[config.mk]
export PLATFORM = sky130hd
export DESIGN_NAME = tvg_cordic_cell
export DESIGN_NICKNAME = d
export VERILOG_FILES = /design/src/rtl/core/tvg_pkg.sv /design/src/rtl/core/tvg_cordic_cell.sv
export SDC_FILE = /design/constraint.sdc
export NUM_CORES = 1
export LEC_CHECK = 0
export BUFFER_PORTS_ARGS = -buffer_cell sky130_fd_sc_hd__buf_2
export CORE_UTILIZATION = 45
export CTS_BUF_LIST = sky130_fd_sc_hd__clkbuf_8
export CTS_CLUSTER_SIZE = 40
export DETAILED_ROUTE_END_ITERATION = 10
export PLACE_DENSITY = 0.69
export SLEW_MARGIN = 20
export SYNTH_ARGS = -nofsm -noshare
export SYNTH_HDL_FRONTEND = slang
export SYNTH_SLANG_ARGS = --single-unit
[constraint.sdc]
create_clock -name clk -period 0.8 [get_ports clk]
set_input_delay 0.16 -clock clk [delete_from_list [all_inputs] [get_ports clk]]
set_output_delay 0.16 -clock clk [all_outputs]
set_load 0.1 [all_outputs]
[src/rtl/core/tvg_pkg.sv]
// Shared types, widths and the CORDIC angle table of the torus vertex generator.
`timescale 1ns / 1ps
`default_nettype none

package tvg_pkg;

    localparam int IDX_W        = 10;
    localparam int SEG_W        = 11;
    localparam int RAD_W        = 16;
    localparam int CORDIC_STEPS = 30;
    localparam int CW           = 33;
    localparam int TRIG_W       = 32;
    localparam int PHASE_W      = 32;

    localparam logic signed [CW-1:0] CORDIC_GAIN = 33'sd652032874;

    typedef enum logic [1:0] {
        REG_MAJOR = 2'd0,
        REG_MINOR = 2'd1,
        REG_RING  = 2'd2,
        REG_TUBE  = 2'd3
    } cfg_reg_t;

    typedef struct packed {
        logic valid;
        logic err;
    } ctl_t;

    // Rotation angle of each CORDIC step, in units of 2^-32 turn.
    function automatic logic [31:0] atan_turn(input int step);
        logic [31:0] a;
        case (step)
            0:       a = 32'h20000000;
            1:       a = 32'h12E4051E;
            2:       a = 32'h09FB385B;
            3:       a = 32'h051111D4;
            4:       a = 32'h028B0D43;
            5:       a = 32'h0145D7E1;
            6:       a = 32'h00A2F61E;
            7:       a = 32'h00517C55;
            8:       a = 32'h0028BE53;
            9:       a = 32'h00145F2F;
            10:      a = 32'h000A2F98;
            11:      a = 32'h000517CC;
            12:      a = 32'h00028BE6;
            13:      a = 32'h000145F3;
            14:      a = 32'h0000A2F9;
            15:      a = 32'h0000517C;
            16:      a = 32'h000028BE;
            17:      a = 32'h0000145F;
            18:      a = 32'h00000A2F;
            19:      a = 32'h00000517;
            20:      a = 32'h0000028B;
            21:      a = 32'h00000145;
            22:      a = 32'h000000A2;
            23:      a = 32'h00000051;
            24:      a = 32'h00000028;
            25:      a = 32'h00000014;
            26:      a = 32'h0000000A;
            27:      a = 32'h00000005;
            28:      a = 32'h00000002;
            29:      a = 32'h00000001;
            default: a = 32'h00000000;
        endcase
        return a;
    endfunction

endpackage

`default_nettype wire

[src/rtl/core/tvg_cordic_cell.sv]
// One CORDIC rotation step for the ring and tube angle lanes.
`timescale 1ns / 1ps
`default_nettype none

module tvg_cordic_cell #(
    parameter int STEP = 0
) (
    input  wire logic                         clk,
    input  wire logic                         rst_n,
    input  wire logic                         en,
    input  wire tvg_pkg::ctl_t                ctl_in,
    input  wire logic [1:0]                   quad_a_in,
    input  wire logic [1:0]                   quad_b_in,
    input  wire logic signed [tvg_pkg::CW-1:0] xa_in,
    input  wire logic signed [tvg_pkg::CW-1:0] ya_in,
    input  wire logic signed [tvg_pkg::CW-1:0] za_in,
    input  wire logic signed [tvg_pkg::CW-1:0] xb_in,
    input  wire logic signed [tvg_pkg::CW-1:0] yb_in,
    input  wire logic signed [tvg_pkg::CW-1:0] zb_in,
    output tvg_pkg::ctl_t                     ctl_out,
    output logic [1:0]                        quad_a_out,
    output logic [1:0]                        quad_b_out,
    output logic signed [tvg_pkg::CW-1:0]     xa_out,
    output logic signed [tvg_pkg::CW-1:0]     ya_out,
    output logic signed [tvg_pkg::CW-1:0]     za_out,
    output logic signed [tvg_pkg::CW-1:0]     xb_out,
    output logic signed [tvg_pkg::CW-1:0]     yb_out,
    output logic signed [tvg_pkg::CW-1:0]     zb_out
);
    import tvg_pkg::*;

    localparam logic [31:0]          ANG_U = atan_turn(STEP);
    localparam logic signed [CW-1:0] ANG   = $signed({{(CW-32){1'b0}}, ANG_U});

    logic signed [CW-1:0] xa_next, ya_next, za_next;
    logic signed [CW-1:0] xb_next, yb_next, zb_next;

    ctl_t                 ctl_reg;
    logic [1:0]           quad_a_reg, quad_b_reg;
    logic signed [CW-1:0] xa_reg, ya_reg, za_reg;
    logic signed [CW-1:0] xb_reg, yb_reg, zb_reg;

    always_comb
    begin
        if (!za_in[CW-1])
        begin
            xa_next = xa_in - (ya_in >>> STEP);
            ya_next = ya_in + (xa_in >>> STEP);
            za_next = za_in - ANG;
        end
        else
        begin
            xa_next = xa_in + (ya_in >>> STEP);
            ya_next = ya_in - (xa_in >>> STEP);
            za_next = za_in + ANG;
        end
        if (!zb_in[CW-1])
        begin
            xb_next = xb_in - (yb_in >>> STEP);
            yb_next = yb_in + (xb_in >>> STEP);
            zb_next = zb_in - ANG;
        end
        else
        begin
            xb_next = xb_in + (yb_in >>> STEP);
            yb_next = yb_in - (xb_in >>> STEP);
            zb_next = zb_in + ANG;
        end
    end

    always_ff @(posedge clk or negedge rst_n)
    begin
        if (!rst_n)
        begin
            ctl_reg <= '0;
        end
        else if (en)
        begin
            ctl_reg <= ctl_in;
        end
    end

    always_ff @(posedge clk)
    begin
        if (en)
        begin
            quad_a_reg <= quad_a_in;
            quad_b_reg <= quad_b_in;
            xa_reg     <= xa_next;
            ya_reg     <= ya_next;
            za_reg     <= za_next;
            xb_reg     <= xb_next;
            yb_reg     <= yb_next;
            zb_reg     <= zb_next;
        end
    end

    assign ctl_out    = ctl_reg;
    assign quad_a_out = quad_a_reg;
    assign quad_b_out = quad_b_reg;
    assign xa_out     = xa_reg;
    assign ya_out     = ya_reg;
    assign za_out     = za_reg;
    assign xb_out     = xb_reg;
    assign yb_out     = yb_reg;
    assign zb_out     = zb_reg;

endmodule

`default_nettype wire

==> results.sh, run 1 <==
export IMPL_status="aborted with a tool error"
export IMPL_stop_stage="global routing"
export IMPL_error="[ERROR GRT-0232] Routing congestion too high. Check the congestion heatmap in the GUI."
export IMPL_ios=411
export IMPL_crit_endpoint="yb_out[16]$_DFFE_PP_/D"
export IMPL_start_util=0.4564
export IMPL_io_buffers=410
export IMPL_synth_top_area_frac=0.3405
export IMPL_grt_max_degree=44
export IMPL_synth_flop_cell="edfxtp_1"
export IMPL_worstEpCategory="register input"
export IMPL_dieWidth_um=200.0
export IMPL_dieHeight_um=200.0
export IMPL_gp_congestion=1.001
export IMPL_synth_edf_count=200
export IMPL_synth_most_common_cell="a21oi_1"
export IMPL_synth_area_leaders="edfxtp_1, ha_1, a21oi_1"
export IMPL_dpl_cell_area_um2=29680
export IMPL_yosysWarnings=0
export IMPL_synth_top_area_cell="edfxtp_1"
export IMPL_gr_total_overflow=61
export IMPL_clockBufferDepth=3
export IMPL_htreeDepth=2
export IMPL_ys_ff_latch=202
export IMPL_syn_cell_area_um2=17640
export IMPL_cts_root_buf="clkbuf_8"
export IMPL_synth_commonest_cells="a21oi_1, ha_1, edfxtp_1"
export IMPL_track_usage=0.7400
export IMPL_syn_inst=1944
export IMPL_hpwl_um=63050
export IMPL_cts_made_buffers=39
export IMPL_synth_fp_nets=2371
export IMPL_synth_seq_area_share=0.3434
export IMPL_clock_sinks=202
export IMPL_synth_cell_types=90
export IMPL_rows=72
export IMPL_async_reset_ff_frac=0.009901
export IMPL_syn_area_per_cell_um2=9.072
[cells by family after synthesis]
group                      share of synthesized area
AOI/OAI and AO/OA                             0.2147
adders and majority gates                     0.1595
buffers and inverters                        0.06704
xor gates and xnor gates                     0.06356
DFF                                           0.3434
muxes                                        0.02057
and+or+nand+nor                               0.1312
[metal layers]
metal | track usage | overflow
met3 | 0.5959 | 2
met4 | 0.7167 | 28
met1 | 0.7290 | 1
met2 | 0.9060 | 29
met5 | 0.4346 | 1
[per-stage QoR]
| stage | setup slack (ns) | instances |
|---|---|---|
| 2_1_floorplan | -1.559 | 1944 |
| 3_3_place_gp | -2.070 | 3471 |
| 3_5_place_dp | -2.152 | 3471 |
| 4_1_cts | -1.480 | 3670 |
[timing repair]
| action | in CTS |
|---|---|
| hold buffers | 68 |
| setup endpoints to repair | 334 |
| gates resized for setup | 446 |
| endpoints found under the hold margin | 74 |
| cloned | 0 |
| pin swaps | 213 |
| setup buffers | 73 |
==> run 2, diff against run 1 <==
- CORE_UTILIZATION: 45 -> 30
- CTS_BUF_LIST: sky130_fd_sc_hd__clkbuf_8 -> unset
- CTS_CLUSTER_SIZE: 40 -> unset
- PLACE_DENSITY: 0.69 -> unset
- PLACE_DENSITY_LB_ADDON: unset -> 0.15
==> run 2 against run 1 <==
Net effect: the flow now finishes, with violations (negative hold slack, negative setup slack); synthesized cell count stayed put; synthesized area did not move.
==> results.sh, run 2 <==
export IMPL_layout_drive_gt1_share=0.5701
export IMPL_wl_per_cell_um=19.40
export IMPL_async_reset_ff_frac=0.009901
export IMPL_finalCriticalPeriod_ns=2.218
export IMPL_yosysWarnings=0
export IMPL_viasPerCell=4.966
export IMPL_report_final_hold_viol_count=2
export IMPL_layout_commonest_cell="buf_4"
export IMPL_synth_simple_area_share=0.1312
export IMPL_rows=88
export IMPL_clkTransAtPathRegs_ns=0.06
export IMPL_violations="negative hold slack, negative setup slack"
export IMPL_grt_max_degree=37
export IMPL_setup_viol=336
export IMPL_synth_cell_types=90
export IMPL_cap_violations=0
export IMPL_post_route_period_util=2.773
export IMPL_syn_cell_area_um2=17640
export IMPL_synth_most_common_cell="a21oi_1"
export IMPL_muxShareOfSynthArea=0.02057
export IMPL_synth_flop_cell="edfxtp_1"
export IMPL_hold_class="input pin to register"
export IMPL_synth_top_area_frac=0.3405
export IMPL_setup_slack_ns=-1.418
export IMPL_ios=411
export IMPL_worst_setup_path_end_kind="register"
export IMPL_synth_top_family_by_area="compound AO/OA/AOI/OAI gates"
export IMPL_cts_tree="built"
export IMPL_wirelength_um=76760
export IMPL_synth_top_area_cell="edfxtp_1"
export IMPL_syn_inst=1944
export IMPL_crit_type="input pin to register"
export IMPL_htreeDepth=1
export IMPL_drt_iter0_markers=923
export IMPL_synth_seq_area_share=0.3434
export IMPL_antenna_left=0
export IMPL_fin_nets=3593
export IMPL_status="finished with violations"
export IMPL_gr_total_overflow=0
export IMPL_layout_common_cells="buf_4, buf_12, edfxtp_1, buf_2, nor2_1"
export IMPL_crit_required_ns=1.10
export IMPL_worst_pin_slew_ns=0.7281
export IMPL_area_growth_pct=103.4
export IMPL_core_area_um2=57920
export IMPL_clock_sinks=202
export IMPL_critical_path_arrival_ns=2.52
export IMPL_clk_latency_ns=0.57
export IMPL_drc=0
export IMPL_ys_ff_latch=202
export IMPL_die_area_um2=59760
export IMPL_synth_adder_area_share=0.1595
export IMPL_powerDensity_nw_per_um2=1817
export IMPL_start_util=0.3045
export IMPL_dieWidth_um=244.5
export IMPL_grt_pass1_vias=20399
export IMPL_drv_slew=0
export IMPL_synth_xor_area_frac=0.06356
export IMPL_fin_hold_ws_ns=-0.009796
export IMPL_track_usage=0.2474
export IMPL_hpwl_um=61040
export IMPL_first_pass_iters=5
export IMPL_synth_edf_count=200
export IMPL_dp_slack_ns=-2.277
export IMPL_synth_area_leaders="edfxtp_1, ha_1, a21oi_1"
export IMPL_vias=19647
export IMPL_hold_buffers=69
export IMPL_cp_start_kind="input pin"
export IMPL_clockBufferDepth=3
export IMPL_synth_compound_area_frac=0.2147
export IMPL_worstPathMaxFanout=3
export IMPL_antenna_found_initial=7
export IMPL_gp_congestion=0.9381
export IMPL_cts_root_buf="clkbuf_16"
export IMPL_vdd_ir_drop_max_uv=1675
export IMPL_power_leakage_nw=15.64
export IMPL_synth_commonest_cells="a21oi_1, ha_1, edfxtp_1"
export IMPL_fin_skew_ns=0
export IMPL_clock_fmax_ghz=0.4508
export IMPL_max_slew_margin=0.5109
export IMPL_synth_fp_nets=2371
export IMPL_grt_pass1_wl_um=114700
export IMPL_cts_made_buffers=27
export IMPL_rsz0062_at_grt="true"
export IMPL_io_buffers=410
export IMPL_syn_area_per_cell_um2=9.072
export IMPL_dieHeight_um=244.5
==> run 2: cell counts after synthesis <==
No cell type changed its count.
==> run 2: cells by family after synthesis <==
group,Yosys count
compound gates,582
simple gates,486
buf+inv,290
fa+ha+maj,220
flops,202
xor+xnor,128
mux,36
==> run 2: stage by stage <==
| stage | cell area [um^2] | std cells | TNS [ns] | util | power (mW) |
|---|---|---|---|---|---|
| 2_1_floorplan | 19250 | 1944 | -201.87 | - | 33.41 |
| 3_3_place_gp | 30190 | 3728 | -257.68 | 0.5212 | 48.26 |
| 3_5_place_dp | 30190 | 3728 | -260.69 | 0.5212 | 48.41 |
| 4_1_cts | 34320 | 3905 | -241.97 | 0.5926 | 63.87 |
| 5_1_grt | 35860 | 3952 | -256.68 | 0.6192 | 67.58 |
| 6_report | 35870 | 3956 | -240.30 | 0.6194 | 65.20 |
==> run 2: report_power, final <==
part           internal (mW)  leakage (nW)  switching, mW
logic                   15.8          13.2           21.8
registers               13.7          1.98           1.35
clock network           7.29         0.451           5.17
total                   36.8          15.6           28.3
==> run 2: path summary, 6_finish.rpt <==
path	start	to	slack [ns]	cells past startpoint
setup / recovery	xb_in[0]	xb_out[32]$_DFFE_PP_	-1.42	14
setup reg to reg	ctl_out[1]$_DFFE_PN0P_	ctl_out[1]$_DFFE_PN0P_	-0.07	1
min in group asynchronous	rst_n	ctl_out[0]$_DFFE_PN0P_	0.47	3
hold / removal	za_in[29]	za_out[30]$_DFFE_PP_	-0.01	2
hold reg to reg	ctl_out[0]$_DFFE_PN0P_	ctl_out[0]$_DFFE_PN0P_	0.60	1
max in group asynchronous	rst_n	ctl_out[1]$_DFFE_PN0P_	0.19	3
==> run 2: layer usage <==
layer  vias to the layer above  GRT usage  wire [um]
li1                       9401          -          -
met1                      9479     0.3016      31220
met2                       614     0.4347      38250
met3                       145    0.04587       4639
met4                         8    0.08309       2598
met5                         -          0         50
==> run 2: area by class of cell <==
type | count | area (um^2)
diodes | 4 | 10.01
clock buffers | 35 | 745.7
multi-input cells | 1452 | 14110
flip-flops and latches | 202 | 6063
fillers | 4757 | 22040
well taps | 765 | 957.2
repair buffers | 1281 | 12850
clock inverters | 15 | 161.4
inverters | 202 | 973.4
==> run 2: worst max-delay path: stages <==
cell	delay [ns]
buf_8	0.10
ha_4	0.16
fa_2	0.38
nor2b_4	0.14
o211ai_1	0.26
nand4_1	0.22
a21oi_2	0.25
buf_4	0.14
buf_6	0.10
o2111ai_4	0.14
nand3_2	0.10
a21o_1	0.14
nand2_2	0.07
xnor2_2	0.15
==> run 2: timing repair <==
item,CTS,global route
resized for setup,450,250
hold endpoints to repair,73,3
pin swaps,232,196
setup endpoints to repair,335,336
buffers inserted,73,59
Note: power is estimated with default switching activity, not from simulation.
==> run 3, diff against run 2 <==
- CTS_BUF_LIST: unset -> sky130_fd_sc_hd__clkbuf_2 sky130_fd_sc_hd__clkbuf_4 sky130_fd_sc_hd__clkbuf_8
- SLEW_MARGIN: 20 -> unset
==> run 3 against run 2 <==
Net effect: die area unchanged; sequential share of layout area decreased by 0.37 points; wire length rose by 2.2%; setup slack better by 0.0063 ns; design area is 2.2% higher; the flow still finishes with violations (negative hold slack, negative setup slack); critical path depth did not move; via count is 1.1% higher; critical endpoint is now yb_out[16]$_DFFE_PP_; final cell count up 1.4%; clock power decreased by 3%; maximum frequency up 0.29%; register-to-register slack hardly changed.
==> results.sh, run 3 (same netlist as run 2, synthesis figures left out) <==
export IMPL_status="finished with violations"
export IMPL_violations="negative hold slack, negative setup slack"
export IMPL_layout_common_cells="buf_4, buf_12, edfxtp_1, buf_2, inv_1"
export IMPL_powerDensity_nw_per_um2=1792
export IMPL_drc=0
export IMPL_r2r_slack_ns=-0.07
export IMPL_first_pass_iters=5
export IMPL_cts_made_buffers=42
export IMPL_rsz0062_at_grt="true"
export IMPL_gr_total_overflow=0
export IMPL_clock_fmax_ghz=0.4521
export IMPL_drv_slew=0
export IMPL_r2r_end="ctl_out[1]$_DFFE_PN0P_"
export IMPL_worst_setup_path_end_kind="register"
export IMPL_vdd_ir_drop_max_uv=1516
export IMPL_viasPerCell=4.952
export IMPL_report_final_hold_viol_count=4
export IMPL_vias=19856
export IMPL_critical_path_arrival_ns=2.57
export IMPL_clkTransAtPathRegs_ns=0.06
export IMPL_gp_congestion=0.9381
export IMPL_fin_tns_setup_ns=-245.76
export IMPL_core_area_um2=57920
export IMPL_power_leakage_nw=15.97
export IMPL_area_growth_pct=107.9
export IMPL_cts_root_buf="clkbuf_8"
export IMPL_grt_pass1_wl_um=115700
export IMPL_crit_end="yb_out[16]$_DFFE_PP_"
export IMPL_rows=88
export IMPL_finalCriticalPeriod_ns=2.212
export IMPL_die_area_um2=59760
export IMPL_max_slew_margin=0.5559
export IMPL_layout_drive_gt1_share=0.5867
export IMPL_dp_slack_ns=-2.277
export IMPL_antenna_found_initial=9
export IMPL_worst_pin_slew_ns=0.6592
export IMPL_fin_util=0.6333
export IMPL_drt_iter0_markers=921
export IMPL_clk_latency_ns=0.60
export IMPL_track_usage=0.2503
export IMPL_worstPathMaxFanout=3
export IMPL_cp_start_kind="input pin"
export IMPL_fin_hold_ws_ns=-0.07368
export IMPL_crit_required_ns=1.16
export IMPL_grt_pass1_vias=20717
export IMPL_ff2ff_path_depth=1
export IMPL_wl_per_cell_um=19.56
export IMPL_fin_skew_ns=0
export IMPL_clockBufferDepth=3
export IMPL_setup_slack_ns=-1.412
export IMPL_cts_tree="built"
export IMPL_startpoint="xb_in[0]"
export IMPL_post_route_period_util=2.765
export IMPL_setup_viol=333
export IMPL_grt_max_degree=37
export IMPL_clock_sinks=202
export IMPL_wirelength_um=78430
export IMPL_io_buffers=410
export IMPL_ios=411
export IMPL_layout_commonest_cell="buf_4"
export IMPL_htreeDepth=2
export IMPL_r2r_start="ctl_out[1]$_DFFE_PN0P_"
export IMPL_stdcell_count=4010
export IMPL_start_util=0.3045
export IMPL_cap_violations=0
export IMPL_crit_type="input pin to register"
export IMPL_hpwl_um=61040
export IMPL_dieHeight_um=244.5
export IMPL_nFillCells=4650
export IMPL_fin_nets=3637
export IMPL_hold_class="input pin to register"
export IMPL_antenna_left=0
export IMPL_dpl_cell_count=3728
export IMPL_dieWidth_um=244.5
## run 3: stage by stage
stage / area (um^2) / total power [mW]
floorplan: 19250 / 33.41
global placement: 30190 / 48.26
detailed placement: 30190 / 48.41
CTS: 35000 / 64.15
global route: 36670 / 68.16
finish: 36680 / 65.71
## run 3: critical path, stage by stage
cell,delay [ns]
buf_8,0.10
ha_4,0.16
fa_2,0.38
nor2b_4,0.14
o211ai_1,0.28
nand4_1,0.23
a21oi_2,0.20
buf_4,0.14
buf_6,0.10
o31ai_2,0.07
a311oi_1,0.23
o21bai_1,0.11
mux2i_1,0.17
xnor2_1,0.10
## run 3: repair_timing
item                       in CTS  in global routing
pin swaps                     250                250
buffers inserted               99                 63
setup endpoints to repair     332                340
gates resized for setup       546                292
hold endpoints to repair       77                  6
hold buffers                   71                  2
## run 3: final cells by class
class | instances | area, um^2 | share of cell area
multi-input cells | 1452 | 14460 | 0.3941
repair buffers | 1310 | 13310 | 0.3628
flip-flops and latches | 202 | 6063 | 0.1653
inverters | 202 | 975.9 | 0.02661
well taps | 765 | 957.2 | 0.02610
clock buffers | 51 | 645.6 | 0.01760
clock inverters | 25 | 264.0 | 0.007198
diodes | 3 | 7.507 | 0.0002047
## run 3: worst min-delay path by stage
stage                   start                      to  slack, ns  cells after the start
finish              za_in[29]    za_out[30]$_DFFE_PP_      -0.07                      2
global route        za_in[29]    za_out[30]$_DFFE_PP_      -0.10                      2
CTS                 za_in[30]    za_out[30]$_DFFE_PP_      -0.10                      2
detailed placement      rst_n  ctl_out[0]$_DFFE_PN0P_      -0.05                      1
global placement        rst_n  ctl_out[1]$_DFFE_PN0P_      -0.05                      1
floorplan               rst_n  ctl_out[0]$_DFFE_PN0P_      -0.14                      0
## run 3: power breakdown
group,switching (mW),total [mW],leakage (nW),internal [mW]
registers,1.35,15.1,1.98,13.7
logic,22.2,38.6,13.5,16.3
clock network,5.04,12.1,0.476,7.02
## run 3: per-layer routing
metal | wire length (um) | global-route usage
met1 | 32430 | 0.3029
met2 | 39030 | 0.4353
met3 | 4221 | 0.04917
met4 | 2677 | 0.09540
met5 | 73 | 0
