==> config.mk <==
export PLATFORM = sky130hd
export DESIGN_NAME = tvg_div_cell
export DESIGN_NICKNAME = d
export VERILOG_FILES = /design/src/rtl/core/tvg_pkg.sv /design/src/rtl/core/tvg_div_cell.sv
export SDC_FILE = /design/constraint.sdc
export NUM_CORES = 1
export LEC_CHECK = 0
export ABC_AREA = 0
export BUFFER_PORTS_ARGS = -buffer_cell sky130_fd_sc_hd__buf_2
export CORE_MARGIN = 1
export CORE_UTILIZATION = 45
export DETAILED_ROUTE_END_ITERATION = 16
export PLACE_DENSITY = 0.9
export SETUP_SLACK_MARGIN = 0.4
export SLEW_MARGIN = 40
export SYNTH_ARGS = -nofsm -noshare
export SYNTH_HDL_FRONTEND = slang
export SYNTH_SLANG_ARGS = --single-unit
==> constraint.sdc <==
create_clock -name clk -period 1.2 [get_ports clk]
set_clock_uncertainty 0.1 [all_clocks]
set_input_delay 0.24 -clock clk [delete_from_list [all_inputs] [get_ports clk]]
set_output_delay 0.24 -clock clk [all_outputs]
set_load 0.05 [all_outputs]
==> src/rtl/core/tvg_pkg.sv <==
// Shared types, widths and the CORDIC angle table of the torus vertex generator.
`timescale 1ns / 1ps
`default_nettype none

package tvg_pkg;

    localparam int IDX_W        = 10;
    localparam int SEG_W        = 11;
    localparam int RAD_W        = 16;
    localparam int CORDIC_STEPS = 30;
    localparam int CW           = 33;
    localparam int TRIG_W       = 32;
    localparam int PHASE_W      = 32;

    localparam logic signed [CW-1:0] CORDIC_GAIN = 33'sd652032874;

    typedef enum logic [1:0] {
        REG_MAJOR = 2'd0,
        REG_MINOR = 2'd1,
        REG_RING  = 2'd2,
        REG_TUBE  = 2'd3
    } cfg_reg_t;

    typedef struct packed {
        logic valid;
        logic err;
    } ctl_t;

    // Rotation angle of each CORDIC step, in units of 2^-32 turn.
    function automatic logic [31:0] atan_turn(input int step);
        logic [31:0] a;
        case (step)
            0:       a = 32'h20000000;
            1:       a = 32'h12E4051E;
            2:       a = 32'h09FB385B;
            3:       a = 32'h051111D4;
            4:       a = 32'h028B0D43;
            5:       a = 32'h0145D7E1;
            6:       a = 32'h00A2F61E;
            7:       a = 32'h00517C55;
            8:       a = 32'h0028BE53;
            9:       a = 32'h00145F2F;
            10:      a = 32'h000A2F98;
            11:      a = 32'h000517CC;
            12:      a = 32'h00028BE6;
            13:      a = 32'h000145F3;
            14:      a = 32'h0000A2F9;
            15:      a = 32'h0000517C;
            16:      a = 32'h000028BE;
            17:      a = 32'h0000145F;
            18:      a = 32'h00000A2F;
            19:      a = 32'h00000517;
            20:      a = 32'h0000028B;
            21:      a = 32'h00000145;
            22:      a = 32'h000000A2;
            23:      a = 32'h00000051;
            24:      a = 32'h00000028;
            25:      a = 32'h00000014;
            26:      a = 32'h0000000A;
            27:      a = 32'h00000005;
            28:      a = 32'h00000002;
            29:      a = 32'h00000001;
            default: a = 32'h00000000;
        endcase
        return a;
    endfunction

endpackage

`default_nettype wire

==> src/rtl/core/tvg_div_cell.sv <==
// One restoring division step for the ring and tube phase lanes.
`timescale 1ns / 1ps
`default_nettype none

module tvg_div_cell #(
    parameter int NUM_W = 27,
    parameter int Q_W   = 16,
    parameter int BIT   = 26
) (
    input  wire logic                       clk,
    input  wire logic                       rst_n,
    input  wire logic                       en,
    input  wire tvg_pkg::ctl_t              ctl_in,
    input  wire logic [tvg_pkg::SEG_W-1:0]  seg_a,
    input  wire logic [tvg_pkg::SEG_W-1:0]  seg_b,
    input  wire logic [NUM_W-1:0]           num_a_in,
    input  wire logic [NUM_W-1:0]           num_b_in,
    input  wire logic [tvg_pkg::SEG_W-1:0]  rem_a_in,
    input  wire logic [tvg_pkg::SEG_W-1:0]  rem_b_in,
    input  wire logic [Q_W-1:0]             q_a_in,
    input  wire logic [Q_W-1:0]             q_b_in,
    output tvg_pkg::ctl_t                   ctl_out,
    output logic [NUM_W-1:0]                num_a_out,
    output logic [NUM_W-1:0]                num_b_out,
    output logic [tvg_pkg::SEG_W-1:0]       rem_a_out,
    output logic [tvg_pkg::SEG_W-1:0]       rem_b_out,
    output logic [Q_W-1:0]                  q_a_out,
    output logic [Q_W-1:0]                  q_b_out
);
    import tvg_pkg::*;

    logic [SEG_W:0]   trial_a;
    logic [SEG_W:0]   trial_b;
    logic             ge_a;
    logic             ge_b;
    logic [SEG_W-1:0] rem_a_next;
    logic [SEG_W-1:0] rem_b_next;

    ctl_t             ctl_reg;
    logic [NUM_W-1:0] num_a_reg;
    logic [NUM_W-1:0] num_b_reg;
    logic [SEG_W-1:0] rem_a_reg;
    logic [SEG_W-1:0] rem_b_reg;
    logic [Q_W-1:0]   q_a_reg;
    logic [Q_W-1:0]   q_b_reg;

    always_comb
    begin
        trial_a    = {rem_a_in, num_a_in[BIT]};
        trial_b    = {rem_b_in, num_b_in[BIT]};
        ge_a       = trial_a >= {1'b0, seg_a};
        ge_b       = trial_b >= {1'b0, seg_b};
        rem_a_next = ge_a ? SEG_W'(trial_a - {1'b0, seg_a}) : trial_a[SEG_W-1:0];
        rem_b_next = ge_b ? SEG_W'(trial_b - {1'b0, seg_b}) : trial_b[SEG_W-1:0];
    end

    always_ff @(posedge clk or negedge rst_n)
    begin
        if (!rst_n)
        begin
            ctl_reg <= '0;
        end
        else if (en)
        begin
            ctl_reg <= ctl_in;
        end
    end

    always_ff @(posedge clk)
    begin
        if (en)
        begin
            num_a_reg <= num_a_in;
            num_b_reg <= num_b_in;
            rem_a_reg <= rem_a_next;
            rem_b_reg <= rem_b_next;
            q_a_reg   <= {q_a_in[Q_W-2:0], ge_a};
            q_b_reg   <= {q_b_in[Q_W-2:0], ge_b};
        end
    end

    assign ctl_out   = ctl_reg;
    assign num_a_out = num_a_reg;
    assign num_b_out = num_b_reg;
    assign rem_a_out = rem_a_reg;
    assign rem_b_out = rem_b_reg;
    assign q_a_out   = q_a_reg;
    assign q_b_out   = q_b_reg;

endmodule

`default_nettype wire

==> summary.txt, run 1 <==
Yosys
  • Cells after Synth: 335
  • Main synth FF type: edfxtp_1
  • Yosys top cell area share: 66.75%
  • Post-synthesis sequential element count: 110
  • Mean Syn Cell Area: 14.50 um^2
  • YS warnings: 0
  • Top cell type by total area after synthesis: edfxtp_1
  • Top cells by instance count after synthesis: edfxtp_1, inv_1, ha_1, nor2_1, a21oi_1
  • Synth top area cells: edfxtp_1, ha_1, inv_1
  • Seq/Total Area, Yosys: 67.78%
  • Synth cell types: 47
  • Mapped cell area: 0.004858 mm^2
  • Post-synth net total: 494
  • Post-synth EDFFs: 108
  • Most frequent cell after synthesis: edfxtp_1
  • Fraction of registers with async set or reset after synthesis: 1.818%

Placement
  • Buffers on Ports: 242
  • Final GP Congestion: 0.8564
  • Placed wire-length estimate: 10.87 mm

Routing
  • Final ANT Viol Nets: 0
  • Vias: 4297
  • Pre-antenna DRT Iters: 4
  • Post-Route WL: 15.74 mm
  • Vias per cell: 5.227
  • Wire per inst: 19.15 um
  • Post-route DRC violation count: 0
  • First DRT Iteration DRCs: 271

Clock network
  • Hold buffers post-CTS: 1
  • CTS Sinks: 110
  • Cts bufs inserted: 9
  • H-tree depth: 3
  • Root buf cell: clkbuf_8
  • CTS tree: done
  • Clk Latency, worst-skew pair: 0.35 ns
  • Clock buffer depth: 2
  • Clock slew at reported path FFs: 0.10 ns

Worst hold path
  • HP Class: in -> reg
  • HP Start: q_a_in[11]
  • Worst Hold End: q_a_out[12]
  • Hold depth: 1

Timing
  • Min Hold Slack: -0.05337 ns
  • Setup ws final: -0.7740 ns
  • Tmin final: 1.974 ns
  • Final Setup Violations: 134
  • Setup TNS: -24.26 ns
  • Hold Fails Final Rpt: 82
  • F_max: 0.5066 GHz
  • Final count of pins violating max slew: 0
  • Slew margin rel.: 74.20%
  • Worst slew pin tran: 0.3870 ns
  • Final Cycle Share: 164.5%
  • RSZ-0062 raised after global routing: yes

Layout
  • # fillers: 565
  • # diodes: 0
  • Multi-input logic area: 0.001737 mm^2
  • Final #Nets: 840
  • Share of layout cells above drive strength 1: 61.66%
  • Area added between synthesis and finish: 73.96%
  • Reg area: 0.003296 mm^2

Global route
  • Largest net degree at the start of global routing: 55
  • Vias in the first global route: 4428
  • First-pass GRT wire length: 23.29 mm
  • Total track usage: 27.72%
  • Initial antenna violation count: 0
  • GRT overflow: 0

Critical path
  • Reg2reg end: ctl_out[1]
  • CP peak stage delay: 0.34 ns
  • Flop2flop setup slack: 0.04 ns
  • Worst path slowest cell: fa_2
  • Crit Path Max Fanout: 5
  • R2R depth: 3
  • Critical path required time: 1.21 ns
  • Crit path buf inv count: 3
  • Worst path depth: 10
  • Crit. End Element: flop
  • CP startpoint kind: input port
  • Worst R2R Start: ctl_out[1]
  • Critical-path cell list: buf_12 > inv_12 > ha_4 > fa_2 > nand2b_4 > a21oi_4 > a41oi_2 > o31ai_4 > buf_6 > mux2_4
  • Kind of critical path: in -> reg
  • Top Family by Delay on Critical Path: compound AO/OA/AOI/OAI gates
  • Data arrival time of the worst path: 1.99 ns

Floorplanning
  • Num rows: 37
  • Width of the chip: 105.9 um
  • Die ar.: 0.01122 mm^2
  • I/O pin cnt: 245
  • Die Y: 105.9 um
  • Starting Density: 46.64%
  • Core area: 0.01042 mm^2

Power and ir drop
  • Peak supply drop: 0.9025 mV
  • Leak Pwr: 3.771 nW
  • Power density over the cells: 1389 mW/mm^2

Status
  • Status: finished, violations left
  • Failing checks: negative hold slack, negative setup slack

Job
  • MaxCap Viol Count: 0
## stage by stage
step                total power [mW]  instance area (um^2)  cells  worst slack, ns  util [%]
global route                   12.12                  8452    822          -0.7873     81.14
CTS                            11.56                  8237    813          -0.8090     79.08
floorplan                      6.910                  5057    335           -1.106         -
finish                         11.74                  8452    822          -0.7740     81.14
global placement               7.958                  7052    790           -1.354     67.70
detailed placement             8.059                  7052    790           -1.397     67.70
## power breakdown
part	internal, mW	switching [mW]	total, mW
combinational	1.67	2.29	3.96
clock	1.63	1.29	2.93
sequential	4.65	0.198	4.85
## cells by family (layout without fill, tap and decap cells)
| logic type | Yosys count | in the layout | share of synthesized area (%) |
|---|---|---|---|
| buffers and inverters | 38 | 389 | 3.322 |
| adder cells (fa/ha/maj) | 24 | 24 | 6.490 |
| multiplexers | 16 | 16 | 4.018 |
| flip-flops | 110 | 110 | 67.78 |
| AND/OR/NAND/NOR | 66 | 66 | 7.031 |
| AO/OA/AOI/OAI | 75 | 75 | 10.28 |
| XOR/XNOR | 6 | 6 | 1.082 |
## how the worst max path moves through the flow
stage | end | start | slack [ns]
floorplan | rem_b_out[3] | num_b_in[26] | -1.11
global placement | rem_b_out[10] | num_b_in[26] | -1.35
detailed placement | rem_b_out[10] | num_b_in[26] | -1.40
CTS | rem_b_out[7] | num_b_in[26] | -0.81
global route | rem_b_out[2] | num_b_in[26] | -0.79
finish | rem_b_out[4] | num_b_in[26] | -0.77
## sequential cells by signal (all words and copies together) (netlist names)
| signal | flops |
|---|---|
| num_a_out | 27 |
| num_b_out | 27 |
| q_a_out | 16 |
| q_b_out | 16 |
| rem_a_out | 11 |
| rem_b_out | 11 |
| ctl_out | 2 |
## layout make-up
| class | count | share of cell area (%) |
|---|---|---|
| Clock buffer | 9 | 1.466 |
| Clock inverter | 7 | 1.791 |
| Inverter | 35 | 1.999 |
| Multi-Input combinational cell | 187 | 20.55 |
| Sequential cell | 110 | 38.99 |
| Tap cell | 136 | 2.013 |
| Timing Repair Buffer | 338 | 33.19 |
## per-layer routing
metal | share of wire, % | wire, um | vias to the layer above | track usage, %
met1 | 36 | 5703 | 2107 | 31.50
li1 | - | - | 1968 | -
met5 | 0 | 0 | - | 0
met2 | 57 | 8917 | 197 | 53.27
met4 | 2.3 | 356 | 0 | 8.333
met3 | 4.9 | 766 | 25 | 4.108
## repair_timing
item / in CTS / in global routing
pin swaps: 16 / 9
setup endpoints to repair: 136 / 136
resized for setup: 261 / 40
setup buffers: 6 / 9
hold endpoints to repair: 86 / 84
## placed cells by master, fill, tap and decap left out, drive strengths merged, types with 2 or more instances in the layout
cell type  instances
nand2b             3
fa                 2
dfrtp              2
nand2              8
a31oi              3
edfxtp           108
nor2b              4
a41oi              3
mux2i              3
a21o               5
mux2              13
and3               2
o21ai             15
nor3               6
o311ai             2
clkbuf             9
xnor2              4
or3                2
inv               37
bufinv             4
ha                22
buf              337
o31ai              4
nand3b             2
xor2               2
a211o              3
nor2              23
a211oi             5
o211ai             4
nand3              9
nand4              3
a21oi             19
o21a               5
Note: power is estimated with default switching activity, not from simulation.
==> run 2: changes to the inputs <==
CORE_MARGIN = default   (was 1)
CORE_UTILIZATION = 41   (was 45)
PLACE_DENSITY = 0.87   (was 0.9)
clock period = 1.7 ns   (was 1.2 ns; I/O delays follow)
==> summary.txt, run 2 (synthesis results as in run 1) <==
Routing
  • Post-route DRC violation count: 0
  • First DRT Iteration DRCs: 212
  • Wire per inst: 18.63 um
  • Vias per cell: 5.122
  • Pre-antenna DRT Iters: 4
  • Final ANT Viol Nets: 0
  • Vias: 4246
  • Post-Route WL: 15.44 mm

Power and ir drop
  • Sw frac: 33.47%
  • Leak Pwr: 3.739 nW
  • Clock power share: 24.4%
  • Gate power share: 33.9%
  • Internal Power: 5.468 mW
  • Peak supply drop: 0.7609 mV
  • Total power: 8.219 mW
  • Power density over the cells: 968.5 mW/mm^2
  • Flop pwr share: 41.7%
  • Switch Pwr: 2.751 mW

Global route
  • Total track usage: 24.85%
  • Vias in the first global route: 4455
  • Initial antenna violation count: 0
  • Largest net degree at the start of global routing: 46
  • GRT overflow: 0
  • First-pass GRT wire length: 23.65 mm

Layout
  • # diodes: 0
  • Share of layout cells above drive strength 1: 61.66%
  • Most frequent cells in the layout: buf_2, buf_6, edfxtp_1
  • Final #Nets: 841
  • Area added between synthesis and finish: 74.66%
  • Final instance area: 0.008486 mm^2
  • Commonest non-fill, non-tap cell in the layout: buf_2

Floorplanning
  • I/O pin cnt: 245
  • Die Y: 110.9 um
  • Width of the chip: 110.9 um
  • Starting Density: 42.37%
  • Core area: 0.01147 mm^2
  • Num rows: 39
  • Die ar.: 0.01229 mm^2

Clock network
  • Clk Latency, worst-skew pair: 0.33 ns
  • CTS tree: done
  • Cts bufs inserted: 9
  • CTS Sinks: 110
  • Clock slew at reported path FFs: 0.08 ns
  • Clock buffer depth: 2
  • H-tree depth: 3
  • Root buf cell: clkbuf_16

Critical path
  • Data arrival time of the worst path: 2.07 ns
  • Kind of critical path: in -> reg
  • Crit Path Max Fanout: 6
  • Crit. End Element: flop
  • CP startpoint kind: input port
  • Critical path required time: 1.69 ns

Timing
  • Final Setup Violations: 23
  • Worst slew pin tran: 0.4123 ns
  • RSZ-0062 raised after global routing: yes
  • Hold Fails Final Rpt: 0
  • Min Hold Slack: 0.06680 ns
  • F_max: 0.4803 GHz
  • Setup ws final: -0.3821 ns
  • Final count of pins violating max slew: 0
  • Slew margin rel.: 72.41%
  • Final Cycle Share: 122.5%
  • Tmin final: 2.082 ns

Placement
  • Final GP Congestion: 0.8895
  • Placed wire-length estimate: 10.44 mm
  • Placed Area: 0.007061 mm^2
  • Buffers on Ports: 242

Status
  • Status: finished, violations left
  • Failing checks: negative setup slack

Worst hold path
  • HP Class: in -> reg

Job
  • MaxCap Viol Count: 0
run 2: per-layer routing:
metal  track usage, %  share of wire [%]  vias to the layer above
met2            46.63                 55                      188
met3            4.702                5.0                       38
met5                0                  0                        -
li1                 -                  -                     1967
met4            9.956                3.5                        0
met1            27.40                 37                     2053
run 2: worst paths after layout:
| path | start | end | slack, ns | cells after the start |
|---|---|---|---|---|
| worst max-delay path | num_b_in[26] | rem_b_out[5] | -0.38 | 10 |
| min in group asynchronous | rst_n | ctl_out[1] | 0.24 | 2 |
| worst min-delay path | q_b_in[0] | q_b_out[1] | 0.07 | 1 |
| worst min register to register | ctl_out[0] | ctl_out[0] | 0.50 | 1 |
| worst max register to register | ctl_out[1] | ctl_out[1] | 0.79 | 1 |
| max in group asynchronous | rst_n | ctl_out[0] | 1.16 | 2 |
run 2: stage by stage:
stage | TNS [ns] | std cells | util, % | setup WS [ns]
after floorplan | -11.48 | 335 | - | -0.7055
after global placement | -16.67 | 799 | 61.57 | -0.8715
after detailed placement | -17.93 | 799 | 61.57 | -0.9464
after CTS | -5.653 | 821 | 72.02 | -0.4258
after global routing | -6.910 | 829 | 74.00 | -0.4453
final | -5.754 | 829 | 74.00 | -0.3821
run 2: final cells by class:
cell class              count  area, um^2
repair buffers            339        2754
multi-input cells         187        1814
clock inverters             6       53.80
flip-flops and latches    110        3293
well taps                 143       178.9
fillers                   691        2982
inverters                  35       166.4
clock buffers               9       225.2
run 2: timing repair:
| item | CTS | global route |
|---|---|---|
| setup endpoints to repair | 134 | 134 |
| hold buffers | 1 | 0 |
| pin swaps | 13 | 9 |
| buffers inserted | 6 | 8 |
| resized for setup | 262 | 33 |
| endpoints found under the hold margin | 2 | 0 |
run 2: worst max-delay path, cell delays in order:
cell	delay [ns]
buf_12	0.09
inv_12	0.03
ha_4	0.15
fa_2	0.34
nand2b_4	0.16
a21oi_4	0.13
a41oi_2	0.06
o31ai_2	0.24
buf_4	0.22
mux2_4	0.31
run 2: power groups by stage:
stage                     combinational (mW)  sequential [mW]  clock, mW
after global routing                    2.91             3.45       2.16
after global placement                  2.21             3.39          0
after detailed placement                2.27             3.41          0
after CTS                               2.66             3.41       2.05
final                                   2.79             3.42       2.01
after floorplan                        0.573             4.30          0
==> run 3: changes to the inputs <==
BUFFER_PORTS_ARGS = default   (was -buffer_cell sky130_fd_sc_hd__buf_2)
CORE_ASPECT_RATIO = 0.7   (was default)
CORE_UTILIZATION = 45   (was 41)
DONT_BUFFER_PORTS = 1   (was default)
GPL_TIMING_DRIVEN = 0   (was default)
PLACE_DENSITY = 0.73   (was 0.87)
==> summary.txt, run 3 (synthesis results as in run 1) <==
Status
  • Status: finished, violations left
  • Failing checks: negative setup slack

Floorplanning
  • Starting Density: 46.56%
  • Num rows: 31
  • Die ar.: 0.01122 mm^2
  • Core area: 0.01043 mm^2
  • Die Y: 88.94 um
  • I/O pin cnt: 245
  • Width of the chip: 126.2 um

Layout
  • Most frequent cells in the layout: edfxtp_1, dlygate4sd3_1, inv_1
  • Util after Layout: 64.28%
  • Share of layout cells above drive strength 1: 22.00%
  • Final #Nets: 613
  • # fillers: 734
  • Non-filler cells, final: 591
  • Area added between synthesis and finish: 38.04%
  • # diodes: 0
  • Commonest non-fill, non-tap cell in the layout: edfxtp_1

Routing
  • Routed wl met2: 6.609 mm
  • WL met1: 5.250 mm
  • Uppermost layer routed: met4
  • First DRT Iteration DRCs: 251
  • Vias: 3349
  • Post-Route WL: 13.15 mm
  • Vias per cell: 5.667
  • Routed wl met3: 1.090 mm
  • Final ANT Viol Nets: 0
  • Wire per inst: 22.25 um
  • Pre-antenna DRT Iters: 5
  • Post-route DRC violation count: 0

Placement
  • Cell count after placement: 467
  • Final GP Congestion: 0.8736
  • Buffers on Ports: 0
  • Placed wire-length estimate: 7.925 mm

Clock network
  • Clk Latency, worst-skew pair: 0.34 ns
  • Clock buffer depth: 2
  • Clock slew at reported path FFs: 0.08 ns
  • Root buf cell: clkbuf_16
  • Cts bufs inserted: 9
  • Hold buffers post-CTS: 85
  • CTS Sinks: 110
  • H-tree depth: 3
  • CTS tree: done

Power and ir drop
  • Leak Pwr: 2.536 nW
  • Power density over the cells: 1119 mW/mm^2
  • Peak supply drop: 0.5484 mV

Global route
  • GRT overflow: 0
  • Vias in the first global route: 3126
  • Largest net degree at the start of global routing: 111
  • Initial antenna violation count: 0
  • First-pass GRT wire length: 18.36 mm
  • Total track usage: 22.28%

Worst hold path
  • Hold depth: 0
  • HP Class: in -> reg
  • Worst Hold End: q_b_out[11]
  • HP Start: en

Critical path
  • Crit. End Element: flop
  • CP startpoint kind: input port
  • Reg2reg end: ctl_out[0]
  • Crit Path Max Fanout: 4
  • Kind of critical path: in -> reg
  • Critical path required time: 1.70 ns
  • R2R depth: 1
  • Worst R2R Start: ctl_out[0]
  • Flop2flop setup slack: 0.67 ns
  • Data arrival time of the worst path: 2.07 ns

Timing
  • Final count of pins violating max slew: 0
  • Final Setup Violations: 22
  • RSZ-0062 raised after global routing: yes
  • Slew margin rel.: 63.42%
  • F_max: 0.4826 GHz
  • Min Hold Slack: 0.003694 ns
  • Hold Fails Final Rpt: 0
  • Setup ws final: -0.3722 ns
  • Tmin final: 2.072 ns
  • Final Cycle Share: 121.9%
  • Worst slew pin tran: 0.5498 ns

Job
  • MaxCap Viol Count: 0
run 3: cell count changes in the layout (fill, tap and decap cells not counted), moves of 4 or more:
cell	change
dlygate4sd3_1	+84
buf_2	-124
clkinv_4	-4
ha_4	-4
buf_6	-117
buf_4	-66
buf_12	-4
run 3: power breakdown:
group | internal [mW] | total [mW] | switching [mW]
Combinational | 0.560 | 1.03 | 0.473
Sequential | 3.30 | 4.31 | 1.01
Clock | 1.16 | 2.16 | 0.994
Total | 5.03 | 7.50 | 2.48
run 3: how the worst max path moves through the flow:
stage                            start           end  slack, ns  cells after the start
after CTS                 num_b_in[26]  rem_b_out[3]      -0.39                      9
after detailed placement  num_b_in[26]  rem_b_out[3]      -0.91                      9
after global routing      num_b_in[26]  rem_b_out[8]      -0.42                      9
after global placement    num_b_in[26]  rem_b_out[4]      -0.91                      9
after floorplan           num_b_in[26]  rem_b_out[3]      -0.71                      9
final                     num_b_in[26]  rem_b_out[8]      -0.37                      9
run 3: timing repair:
action | CTS | global route
endpoints found under the setup margin | 134 | 134
gates resized for setup | 24 | 14
cloned | 1 | 0
buffers inserted | 19 | 3
pin swaps | 11 | 4
endpoints found under the hold margin | 86 | 28
run 3: per-layer routing:
layer  GRT usage [%]  up-vias
met5               0        -
met4           6.462        0
met3           8.019       12
met2           37.62      179
met1           27.40     1637
li1                -     1521
run 3: critical path: stages:
cell	delay, ns
inv_12	0.01
ha_4	0.14
fa_2	0.35
nand2b_4	0.17
a21oi_4	0.16
a41oi_2	0.07
o31ai_4	0.31
buf_4	0.22
mux2_4	0.30
run 3: final cells by class:
type / count / area [um^2] / area share [%]
inverters: 35 / 168.9 / 2.519
repair buffers: 108 / 1039 / 15.49
multi-input cells: 187 / 1703 / 25.39
plain buffers: 3 / 27.53 / 0.4104
clock inverters: 7 / 82.58 / 1.231
clock buffers: 9 / 225.2 / 3.358
well taps: 132 / 165.2 / 2.463
flip-flops and latches: 110 / 3296 / 49.14
run 3: metrics by stage:
stage	instance area [um^2]	setup slack, ns	setup TNS [ns]	power, mW
after detailed placement	5220	-0.9059	-15.44	5.055
after CTS	6633	-0.3880	-5.071	7.449
after global routing	6706	-0.4180	-5.818	7.729
final	6706	-0.3722	-5.045	7.503
after global placement	5220	-0.9052	-15.30	5.021
after floorplan	5055	-0.7055	-11.48	4.877
